$ cat config.mk
export PLATFORM = sky130hd
export DESIGN_NAME = lwbc_ram
export DESIGN_NICKNAME = d
export VERILOG_FILES = /design/src/rtl/lwbc_ram.sv
export SDC_FILE = /design/constraint.sdc
export NUM_CORES = 1
export LEC_CHECK = 0
export BUFFER_PORTS_ARGS = -buffer_cell sky130_fd_sc_hd__buf_2
export CAP_MARGIN = 20
export CORE_MARGIN = 5
export CORE_UTILIZATION = 55
export DETAILED_ROUTE_END_ITERATION = 10
export GPL_TIMING_DRIVEN = 0
export PLACE_DENSITY = 0.74
export SLEW_MARGIN = 20
export SYNTH_ARGS = -nofsm -noshare
export SYNTH_HDL_FRONTEND = slang
export SYNTH_SLANG_ARGS = --single-unit
$ cat constraint.sdc
create_clock -name i_clk -period 2.1 [get_ports i_clk]
set_input_delay 0.42 -clock i_clk [delete_from_list [all_inputs] [get_ports i_clk]]
set_output_delay 0.42 -clock i_clk [all_outputs]
set_load 0.02 [all_outputs]
$ cat src/rtl/lwbc_ram.sv
`default_nettype none
// ----------------------------------------------------------------------------
// lwbc_ram
// Generic simple dual-port RAM, one write port, one read port with
// registered read data.
// ----------------------------------------------------------------------------
module lwbc_ram #(
    parameter int unsigned WIDTH = 8,
    parameter int unsigned DEPTH = 16
) (
    input  wire logic                     i_clk,
    input  wire logic                     i_we,
    input  wire logic [$clog2(DEPTH)-1:0] i_waddr,
    input  wire logic [WIDTH-1:0]         i_wdata,
    input  wire logic [$clog2(DEPTH)-1:0] i_raddr,
    output logic      [WIDTH-1:0]         o_rdata
);

    logic [WIDTH-1:0] r_mem [DEPTH];

    always_ff @(posedge i_clk) begin
        if (i_we) begin
            r_mem[i_waddr] <= i_wdata;
        end
        o_rdata <= r_mem[i_raddr];
    end

endmodule
`default_nettype wire

==> metrics.md, run 1 <==
| Metric | Value |
|---|---|
| Status | finished clean |
| #FFs+latches synth | between 100 and 150 |
| Final core occ | 65.20% |
| Largest net degree at the start of global routing | 17 |
| Skew final | a little under 0.005 ns |
| Slew HR | between 40% and 50% |
| Pre-antenna DRT Iters | 4 |
| Worst path buffer plus inverter count | 1 |
| Hold crit path type | in -> reg |
| Final WL | roughly 9.6 mm |
| Maximum vdd ir drop | approximately 0.0005 V |
| Synth warn | 0 |
| Grt total ovfl | 0 |
| Ant diodes | 0 |
| Main combinational cell family by area after synthesis | multiplexers |
| Compound-Gate Fraction of Synth Area | 2.333% |
| Max-cap check violation count | 0 |
| Leading cell type in the layout, fill and taps excluded | edfxtp_1 |
| Commonest non-fill, non-tap cells in the layout | edfxtp_1 (128), buf_2 (27), mux4_2 (18) |
| Pwr/cell area | ~1000 nW/um2 |
| Internal reg-to-reg setup slack | 0.71 ns |
| Cells resized by post-CTS repair | 0 |
| Crit end category | register |
| RD Place Congestion | ~0.71 |
| Crit path required time | 2.24 ns |
| Synth Area in Simple Gates | under 10% |
| Overall Power | roughly 0.006 W |
| Area Growth Syn to Fin | 16.48% |
| Crit Path Max Fanout | 8 |
| Layout fillers | between 600 and 700 |
| Mux cell area share after synthesis | 15.02% |
| Post-Syn Area per Cell | 22.48 um2 |
| Vias | ~2400 |
| CTS tree | built |
| Num CTS Buffers | 17 |
| Cell taking the most area after synthesis | edfxtp_1 |
| Postcts setup bufs | 0 |
| Vias in the first global route | roughly 2400 |
| Clock tree sinks | about 140 |
| Max Fclk | approximately 600 MHz |
| 1st-iter DRT viols | around 150 |
| Top post-synthesis cells by area | edfxtp_1 (75%), mux4_2 (7.9%), mux4_1 (7.1%), dfxtp_1 (3.1%), a22oi_1 (2.3%) |
| Xor/xnor cell area share of the yosys netlist | 0% |
| Drt wl/cell | between 20 and 25 um |
| Hold_buf cts | 0 |
| DRC violations left | 0 |
| Clk_lat worst skew | approximately 0.51 ns |
| Avg Vias per Cell | about 6 |
| Initial antenna violation count | 0 |
| Mapped Cells | 229 |
| First-pass GRT wire length | 14.39 mm |
| Final ANT Viol Nets | 0 |
| Synth unique cells | 19 |
| Die H | around 110 um |
| Clock transition at the registers of the reported paths | around 0.060 ns |
| Crit path DAT | roughly 1.8 ns |
| Min cycle time layout | approximately 1.6 ns |
| Critical path's slowest cell | nor2_1 |
| RSZ-0062 raised after global routing | no |
| Share of layout cells above drive strength 1 | between 30 and 40% |
| Post-synthesis adder-cell area fraction | 0% |
| Cell family with most CP delay | simple AND/OR/NAND/NOR gates |
| Sequential share of the synthesized area | 77.78% |
| Setup WS post-layout | 0.4752 ns |
| Final period util | 77.37% |
| CTS max path bufs | 2 |
| Layout Cells excl Fill | 396 |
| Rows | 35 |
| Dpl ws | -0.04537 ns |
| Die X | around 110 um |
| Final setup fails | 0 |
| Clock Tree Root | clkbuf_8 |
| CP startpoint kind | input pin |
| Final Hold Fails | 0 |
| Pleak | about 2 nW |
| Layout Nets | between 200 and 300 |
| Hpwl dp | around 5.8 mm |
| Synth Cell Area | ~5100 um2 |
| Worst-Margin Slew | 0.8613 ns |
| Die area | 11390 um2 |
| Setup tns final | 0 ns |
| CP max stage delay | roughly 0.68 ns |
| Initial Util | ~56% |
| Syn nets | 247 |
| Crit path kind | in -> reg |
| Multi-input logic area | roughly 1100 um2 |
| Yosys top cell area share | about 75% |
| Tot GR Track Use | 18.30% |
| I/O pins | 26 |
| H-tree depth | 4 |
| Cells after DPL | approximately 360 |
| Number of buffer cells added on primary ports | 24 |
| Register area | between 4000 and 5000 um2 |
| Final-report max-slew violation count | 0 |
| CP Cell Sequence | buf_2, or3b_2, nor2_1 |
| Core Region | around 9000 um2 |
per-stage QoR:
step,hold WS [ns],cell area (um2)
finish,0.3088,5996
global route,0.2928,5996
CTS,0.2824,5996
detailed placement,0.6653,5426
global placement,0.6543,5406
floorplan,0.5189,5147
metal layers:
| metal | vias to the layer above | part of all wire, % | GRT usage (%) |
|---|---|---|---|
| met5 | - | 0 | 0 |
| met4 | 0 | 1.2 | 6.027 |
| met3 | 9 | 6.4 | 5.358 |
| met2 | 95 | 48 | 27.74 |
| met1 | 1194 | 44 | 25.90 |
| li1 | 1055 | - | - |
cell usage after synthesis:
cell type	n
mux4_2	18
and2b_1	1
nor2_1	13
buf_2	3
edfxtp_1	128
and2_1	1
clkdlybuf4s25_2	3
buf_6	3
or3b_2	1
nand3_1	1
nand3b_1	2
nor3_1	4
nor2b_1	1
mux4_1	14
nand2b_1	2
dfxtp_1	8
a22oi_1	16
buf_4	1
nand2_1	9
worst reg2reg max path: cells and delay by family, from the launching register on:
family / cells / cell delay [ns]
simple gates: 1 / 0.08
compound gates: 1 / 0.31
flops: 1 / 0.37
mux: 1 / 0.50
power by group:
group | total, W | internal [W] | switching [W]
Sequential | 0.00305 | 0.00304 | 0.0000134
Clock | 0.00279 | 0.00169 | 0.00110
Combinational | 0.000306 | 0.000121 | 0.000185
Total | 0.00615 | 0.00484 | 0.00130
path summary, 6_finish.rpt:
check	start	to	cells after the start
setup / recovery	i_waddr[2]	r_mem[1][0]	3
hold / removal	i_wdata[6]	r_mem[12][6]	1
setup reg to reg	r_mem[15][0]	o_rdata[0]	3
hold reg to reg	r_mem[11][3]	o_rdata[3]	3
layout make-up:
class                      count  share of cell area (%)
sequential                   136                   66.78
multi-input combinational     83                   17.97
clock buffer                  17                   6.907
clock inverter                15                   2.588
tap                          111                   2.316
timing repair buffer          24                   2.003
buffer                        10                   1.440
flip-flops by register name (all words and copies together) (netlist names):
register / cells
r_mem: 128
o_rdata: 8
cell families after synthesis:
logic type / after synthesis
flops: 136
simple gates: 35
mux: 32
compound gates: 16
buf+inv: 10
(Power assumes the default switching activity.)
==> run 2: changes to the inputs <==
ABC_AREA = 1   (was unset)
PLACE_DENSITY = 0.73   (was 0.74)
clock period = 1.6 ns   (was 2.1 ns; I/O delays follow)
==> run 2 against run 1 <==
  * Non-clock buffer count is 12 higher
  * Die area is 11% higher
  * Final cell count is 87% higher
  * Setup slack worse by 0.28 ns
  * Core utilization is 0.80 points lower
  * Synthesized area is 12% higher
  * Clock power is 33% higher
  * Hold slack worse by 0.11 ns
==> metrics.md, run 2 <==
| Metric | Value |
|---|---|
| Cell Int Power | 0.006423 W (+33%) |
| Hold_buf cts | 0 (unchanged) |
| Die area | 12630 um2 (+11%) |
| Reg power frac | 48.5% (-1.1 points) |
| Largest Register | r_mem |
| Vias | 3876 (+65%) |
| Final setup fails | 0 (unchanged) |
| Layout fillers | 806 (+31%) |
| Avg Vias per Cell | 5.231 (-12%) |
| Multi-input logic area | 1214 um2 (+13%) |
| Final ANT Viol Nets | 0 (unchanged) |
| I/O pins | 26 (unchanged) |
| Pre-antenna DRT Iters | 7 (+3) |
| Post-Syn Area per Cell | 10.47 um2 (-53%) |
| Main synth FF type | edfxtp_1 |
| Register area | 4004 um2 (unchanged) |
| Commonest non-fill, non-tap cells in the layout | nand2_1 (173), edfxtp_1 (128), inv_1 (100) |
| Internal reg-to-reg setup slack | 0.57 ns (-0.14 ns) |
| Final WL | 13.51 mm (+41%) |
| Grt total ovfl | 0 (unchanged) |
| Status | finished clean |
| RSZ-0062 raised after global routing | no |
| Initial Util | 56.11% (+0.14 points) |
| Synth Cell Area | 5767 um2 (+12%) |
| Hpwl dp | 8.748 mm (+52%) |
| Final Hold Fails | 0 (unchanged) |
| R2r endpoint | o_rdata[2] |
| First-pass GRT wire length | 20.60 mm (+43%) |
| H-tree depth | 4 (unchanged) |
| Yosys top cell area share | 66.65% (-8.0 points) |
| Synth warn | 0 (unchanged) |
| Drt wl/cell | 18.23 um (-25%) |
| Tot GR Track Use | 22.13% (+3.8 points) |
| Main combinational cell family by area after synthesis | simple AND/OR/NAND/NOR gates |
| Syn nets | 569 (+130%) |
| Post-synthesis adder-cell area fraction | 0% (unchanged) |
| Switching power | 0.001832 W (+41%) |
| Core Region | 10280 um2 (+12%) |
| Crit path kind | in -> reg |
| Cells resized by post-CTS repair | 0 (unchanged) |
| Power share of the combinational group | 6.5% (+1.5 points) |
| Mux cell area share after synthesis | 0% (-15 points) |
| Registers with the most flip-flops | r_mem x128, o_rdata x8 |
| Cell taking the most area after synthesis | edfxtp_1 |
| Crit Path Max Fanout | 8 (unchanged) |
| Die X | 112.4 um (+5.3%) |
| WHS Path Cells | 4 (+3) |
| Share of layout cells above drive strength 1 | 12.89% (-18 points) |
| DRC violations left | 0 (unchanged) |
| Max-cap check violation count | 0 (unchanged) |
| Clk_lat worst skew | 0.53 ns (+0.02 ns) |
| Crit path DAT | 1.55 ns (-0.21 ns) |
| Mapped Cells | 551 (+140%) |
| Number of buffer cells added on primary ports | 22 (-8.3%) |
| CTS max path bufs | 2 (unchanged) |
| CP startpoint kind | input pin |
| Sequential share of the synthesized area | 69.43% (-8.4 points) |
| Ys async rst share | 0% (unchanged) |
| Overall Power | 0.008255 W (+34%) |
| Initial antenna violation count | 0 (unchanged) |
| Final-report max-slew violation count | 0 (unchanged) |
| FF-to-FF Start | r_mem[9][2] |
| Post-synth top cells | nand2_1 (173), edfxtp_1 (128), inv_1 (100) |
| Dpl ws | -0.2870 ns (-0.2416 ns) |
| Die H | 112.4 um (+5.3%) |
| Top post-synthesis cells by area | edfxtp_1 (67%), nand2_1 (11%), nand3_1 (8.4%), inv_1 (6.5%), dfxtp_1 (2.8%) |
| Clock Tree Root | clkbuf_8 |
| Hold crit path type | in -> reg |
| 1st-iter DRT viols | 460 (+220%) |
| Synth Area in Simple Gates | 21.05% (+18 points) |
| Hold WS | 0.1993 ns (-0.1095 ns) |
| Final period util | 87.67% |
| Xor/xnor cell area share of the yosys netlist | 0% (unchanged) |
| Max Fclk | roughly 700 MHz |
| Num CTS Buffers | 17 (unchanged) |
| Layout Nets | 610 (+110%) |
| Ant diodes | 0 (unchanged) |
| RD Place Congestion | 0.8810 (+23%) |
| Min cycle time layout | roughly 1.4 ns |
| Largest net degree at the start of global routing | 17 (unchanged) |
| Postcts setup bufs | 0 (unchanged) |
| Clock transition at the registers of the reported paths | 0.06 ns (about the same) |
| Vias in the first global route | 3648 (+50%) |
| Post-synth EDFFs | 128 (unchanged) |
| Synth unique cells | 12 (-7) |
| Maximum vdd ir drop | 0.0008564 V (+71%) |
| FF-to-FF path depth | 6 (+3) |
| Setup WS post-layout | 0.1973 ns (-0.2779 ns) |
| #FFs+latches synth | 136 (unchanged) |
| Worst-Margin Slew | 1.083 ns (+0.2217 ns) |
| Final core occ | 64.40% (-0.80 points) |
| Leading cell type in the layout, fill and taps excluded | nand2_1 |
| Pleak | 2.879 nW (+44%) |
| Startpoint of the worst hold path | i_raddr[2] |
| Area Growth Syn to Fin | 14.78% |
| Skew final | 0.004442 ns (-0.0004004 ns) |
| Top-count cell post-synth | nand2_1 |
| Number of flip-flops in the largest register | 128 (unchanged) |
| Compound-Gate Fraction of Synth Area | 0% (-2.3 points) |
| Clk network pwr share | 45.0% (-0.4 points) |
| Crit end category | register |
| Crit path required time | 1.74 ns (-0.50 ns) |
| Rows | 37 (+5.7%) |
| Hold EP | o_rdata[5] |
| Clock tree sinks | 136 (unchanged) |
| Net Sw Frac | 22.19% (+0.98 points) |
| Slew HR | 27.54% (-15 points) |
| Pwr/cell area | 1247 nW/um2 (+22%) |
| CTS tree | built |
-- run 2: cell count changes after synthesis, sizes merged, moves of 16 or more --
cell   previous run  this run
mux4             32         0
inv               0       102
nand3             1        97
buf               7        24
a22oi            16         0
nand2             9       173
-- run 2: metrics by stage --
| stage | area [um2] | TNS, ns | std cells |
|---|---|---|---|
| finish | 6619 | 0 | 741 |
| global route | 6619 | 0 | 741 |
| CTS | 6619 | 0 | 741 |
| detailed placement | 6047 | -12.03 | 709 |
| global placement | 6047 | -8.215 | 709 |
| floorplan | 5767 | 0 | 551 |
-- run 2: area by class of cell --
cell class | count | share of cell area, %
clock inverter | 12 | 1.909
tap | 136 | 2.571
clock buffer | 20 | 6.730
sequential | 136 | 60.49
inverter | 102 | 5.784
timing repair buffer | 22 | 1.664
buffer | 24 | 2.514
multi-input combinational | 289 | 18.34
-- run 2: power by group through the flow --
stage / Sequential (W) / Clock (W) / Combinational [W]
after CTS: 0.00400 / 0.00375 / 0.000535
after global placement: 0.00407 / 0 / 0.000520
final: 0.00400 / 0.00371 / 0.000539
after floorplan: 0.00411 / 0 / 0.000281
after detailed placement: 0.00408 / 0 / 0.000528
after global routing: 0.00401 / 0.00389 / 0.000588
-- run 2: layer usage --
layer	vias to the layer above	share of wire (%)	global-route usage, %
met5	-	0	0
met4	0	2.0	8.093
met3	26	9.1	4.906
met2	183	46	33.61
met1	1816	43	31.64
li1	1851	-	-
-- run 2: how the worst max path moves through the flow --
stage / startpoint / to / slack, ns / depth (start not counted)
4_1_cts: o_rdata[5] / o_rdata[5] / 0.25 / 1
2_1_floorplan: i_waddr[2] / r_mem[10][0] / 0.33 / 2
3_3_place_gp: i_waddr[3] / r_mem[7][2] / -0.20 / 3
3_5_place_dp: i_waddr[3] / r_mem[7][1] / -0.29 / 3
6_report: i_waddr[0] / r_mem[12][0] / 0.20 / 4
5_1_grt: i_waddr[1] / r_mem[12][6] / 0.15 / 4
-- run 2: cell families after synthesis --
| logic type | Yosys count |
|---|---|
| flip-flops | 136 |
| buffers and inverters | 126 |
| AND/OR/NAND/NOR | 289 |
-- run 2: worst max-delay path: stages --
cell and delay [ns]:
buf_2 0.12, inv_1 0.07, nand2_1 0.16, nor2_1 0.87
==> run 3: changes to the inputs <==
ABC_CLOCK_PERIOD_IN_PS = 1600   (was unset)
BUFFER_PORTS_ARGS = -buffer_cell sky130_fd_sc_hd__buf_4   (was -buffer_cell sky130_fd_sc_hd__buf_2)
==> run 3 against run 2 <==
  * Sequential cell count stayed put
  * Die area stayed put
  * Final cell count stayed put
  * Clock-buffer cell count is 2 lower
  * Fmax is 2.7% higher
  * Sequential share of layout area is 0.32 points lower
  * Clock power is 3% lower
  * Total power is 1.2% lower
  * Critical path depth is 1 lower
  * Combinational power is 4% higher
  * Critical path type unchanged
  * Critical endpoint is now r_mem[7][0]
==> metrics.md, run 3 (synthesized netlist as in run 2, its figures left out) <==
| Metric | Value |
|---|---|
| Pleak | 2.887 nW (+0.25%) |
| Initial Util | 56.11% (unchanged) |
| Hold WS | 0.1431 ns (-0.05618 ns) |
| Cells resized by post-CTS repair | 0 (unchanged) |
| Status | finished clean |
| Skew final | 0.006412 ns (+0.001970 ns) |
| Placed Area | 6102 um2 (+0.91%) |
| CTS tree | built |
| Clock Tree Root | clkbuf_8 |
| Area Growth Syn to Fin | 15.38% |
| CP startpoint kind | input pin |
| WHS Path Cells | 1 (-3) |
| Die area | 12630 um2 (unchanged) |
| Grt total ovfl | 0 (unchanged) |
| Largest Register | r_mem |
| Crit path required time | 1.74 ns (about the same) |
| Number of flip-flops in the largest register | 128 (unchanged) |
| I/O pins | 26 (unchanged) |
| Multi-input logic area | 1214 um2 (unchanged) |
| DRC violations left | 0 (unchanged) |
| Vias | 3972 (+2.5%) |
| Final Hold Fails | 0 (unchanged) |
| Die X | 112.4 um (unchanged) |
| Layout Nets | 610 (unchanged) |
| Register area | 4004 um2 (unchanged) |
| Avg Vias per Cell | 5.360 (+2.5%) |
| Crit path DAT | 1.51 ns (-0.04 ns) |
| 1st-iter DRT viols | 426 (-7.4%) |
| Largest net degree at the start of global routing | 17 (unchanged) |
| Ant diodes | 0 (unchanged) |
| Internal reg-to-reg setup slack | 0.57 ns (about the same) |
| Die H | 112.4 um (unchanged) |
| Min cycle time layout | 1.366 ns (-0.03689 ns) |
| Startpoint of the worst hold path | i_wdata[4] |
| Maximum vdd ir drop | 0.0006573 V (-23%) |
| Hold crit path type | in -> reg |
| Slew HR | 35.67% (+8.1 points) |
| CP max stage delay | 0.79 ns (-0.08 ns) |
| Layout fillers | 780 (-3.2%) |
| Critical path launch point | i_waddr[3] |
| FF-to-FF path depth | 6 (unchanged) |
| Setup tns final | 0 ns (unchanged) |
| Cell family with most CP delay | simple AND/OR/NAND/NOR gates |
| Num CTS Buffers | 17 (unchanged) |
| Core Region | 10280 um2 (unchanged) |
| Registers with the most flip-flops | r_mem x128, o_rdata x8 |
| Final setup fails | 0 (unchanged) |
| Crit Path Max Fanout | 8 (unchanged) |
| Tot GR Track Use | 22.23% (+0.10 points) |
| H-tree depth | 4 (unchanged) |
| Vias in the first global route | 3646 (-0.055%) |
| Drt wl/cell | 17.90 um (-1.8%) |
| Layout Cells excl Fill | 741 (unchanged) |
| R2r endpoint | o_rdata[4] |
| CTS max path bufs | 2 (unchanged) |
| Commonest non-fill, non-tap cells in the layout | nand2_1 (173), edfxtp_1 (128), inv_1 (100) |
| Pre-antenna DRT Iters | 5 (-2) |
| Rows | 37 (unchanged) |
| Final-report max-slew violation count | 0 (unchanged) |
| Leading cell type in the layout, fill and taps excluded | nand2_1 |
| Clock transition at the registers of the reported paths | 0.06 ns (about the same) |
| Crit path kind | in -> reg |
| Critical path's slowest cell | nor2_1 |
| Hold EP | r_mem[0][4] |
| Worst-Margin Slew | 0.9614 ns (-0.1216 ns) |
| Hold_buf cts | 0 (unchanged) |
| Crit end category | register |
| Number of buffer cells added on primary ports | 22 (unchanged) |
| Final period util | 85.37% (-2.3 points) |
| Clock tree sinks | 136 (unchanged) |
| Hpwl dp | 8.624 mm (-1.4%) |
| Pwr/cell area | 1226 nW/um2 (-1.7%) |
| RSZ-0062 raised after global routing | no |
| Final ANT Viol Nets | 0 (unchanged) |
| First-pass GRT wire length | 20.66 mm (+0.30%) |
| CP Cell Sequence | buf_4, nand3b_1, nor2_1 |
| Fin area | 6654 um2 (+0.53%) |
| Final WL | 13.27 mm (-1.8%) |
| RD Place Congestion | 0.8721 (-1.0%) |
| Clk_lat worst skew | 0.53 ns (about the same) |
| FF-to-FF Start | r_mem[10][4] |
| Share of layout cells above drive strength 1 | 12.56% (-0.33 points) |
| Initial antenna violation count | 0 (unchanged) |
| Cells after DPL | 709 (unchanged) |
| Worst path buffer plus inverter count | 1 (-1) |
| Max-cap check violation count | 0 (unchanged) |
| Postcts setup bufs | 0 (unchanged) |
| Max Fclk | 732.1 MHz (+2.7%) |
==> run 3: how the worst max path moves through the flow <==
stage,end,slack [ns],cells past startpoint
after global routing,r_mem[7][0],0.20,3
after CTS,r_mem[7][0],0.27,3
after global placement,r_mem[7][2],-0.23,3
after floorplan,r_mem[10][0],0.33,2
after detailed placement,r_mem[7][1],-0.28,3
final,r_mem[7][0],0.23,3
==> run 3: layer usage <==
| metal | track usage [%] | wire [um] | vias to the layer above |
|---|---|---|---|
| met5 | 0 | 0 | - |
| met4 | 8.093 | 234 | 0 |
| met3 | 5.391 | 1333 | 24 |
| met2 | 33.85 | 6120 | 218 |
| met1 | 31.44 | 5580 | 1871 |
| li1 | - | - | 1859 |
==> run 3: power by group <==
part           total (W)  switching, W  leakage, nW  internal (W)
sequential       0.00401     0.0000219         1.22       0.00398
clock            0.00360       0.00141        0.257       0.00219
combinational   0.000558      0.000382         1.41      0.000176
==> run 3: stage by stage <==
stage / utilization, % / worst slack (ns) / power (W)
2_1_floorplan: - / 0.3292 / 0.004386
3_3_place_gp: 59.37 / -0.2304 / 0.004616
3_5_place_dp: 59.37 / -0.2792 / 0.004628
4_1_cts: 64.74 / 0.2679 / 0.008172
5_1_grt: 64.74 / 0.1974 / 0.008412
6_report: 64.74 / 0.2342 / 0.008159
==> run 3: area by class of cell <==
| cell class | instances | area share [%] |
|---|---|---|
| inverter | 102 | 5.754 |
| sequential | 136 | 60.17 |
| multi-input combinational | 289 | 18.24 |
| tap | 136 | 2.557 |
| timing repair buffer | 22 | 2.482 |
| buffer | 24 | 2.501 |
| clock buffer | 18 | 6.281 |
| clock inverter | 14 | 2.012 |
==> run 3: worst reg2reg max path: cells and delay by family (launching register included) <==
family | cells | cell delay [ns]
buf+inv | 1 | 0.09
flops | 1 | 0.38
simple gates | 5 | 0.44
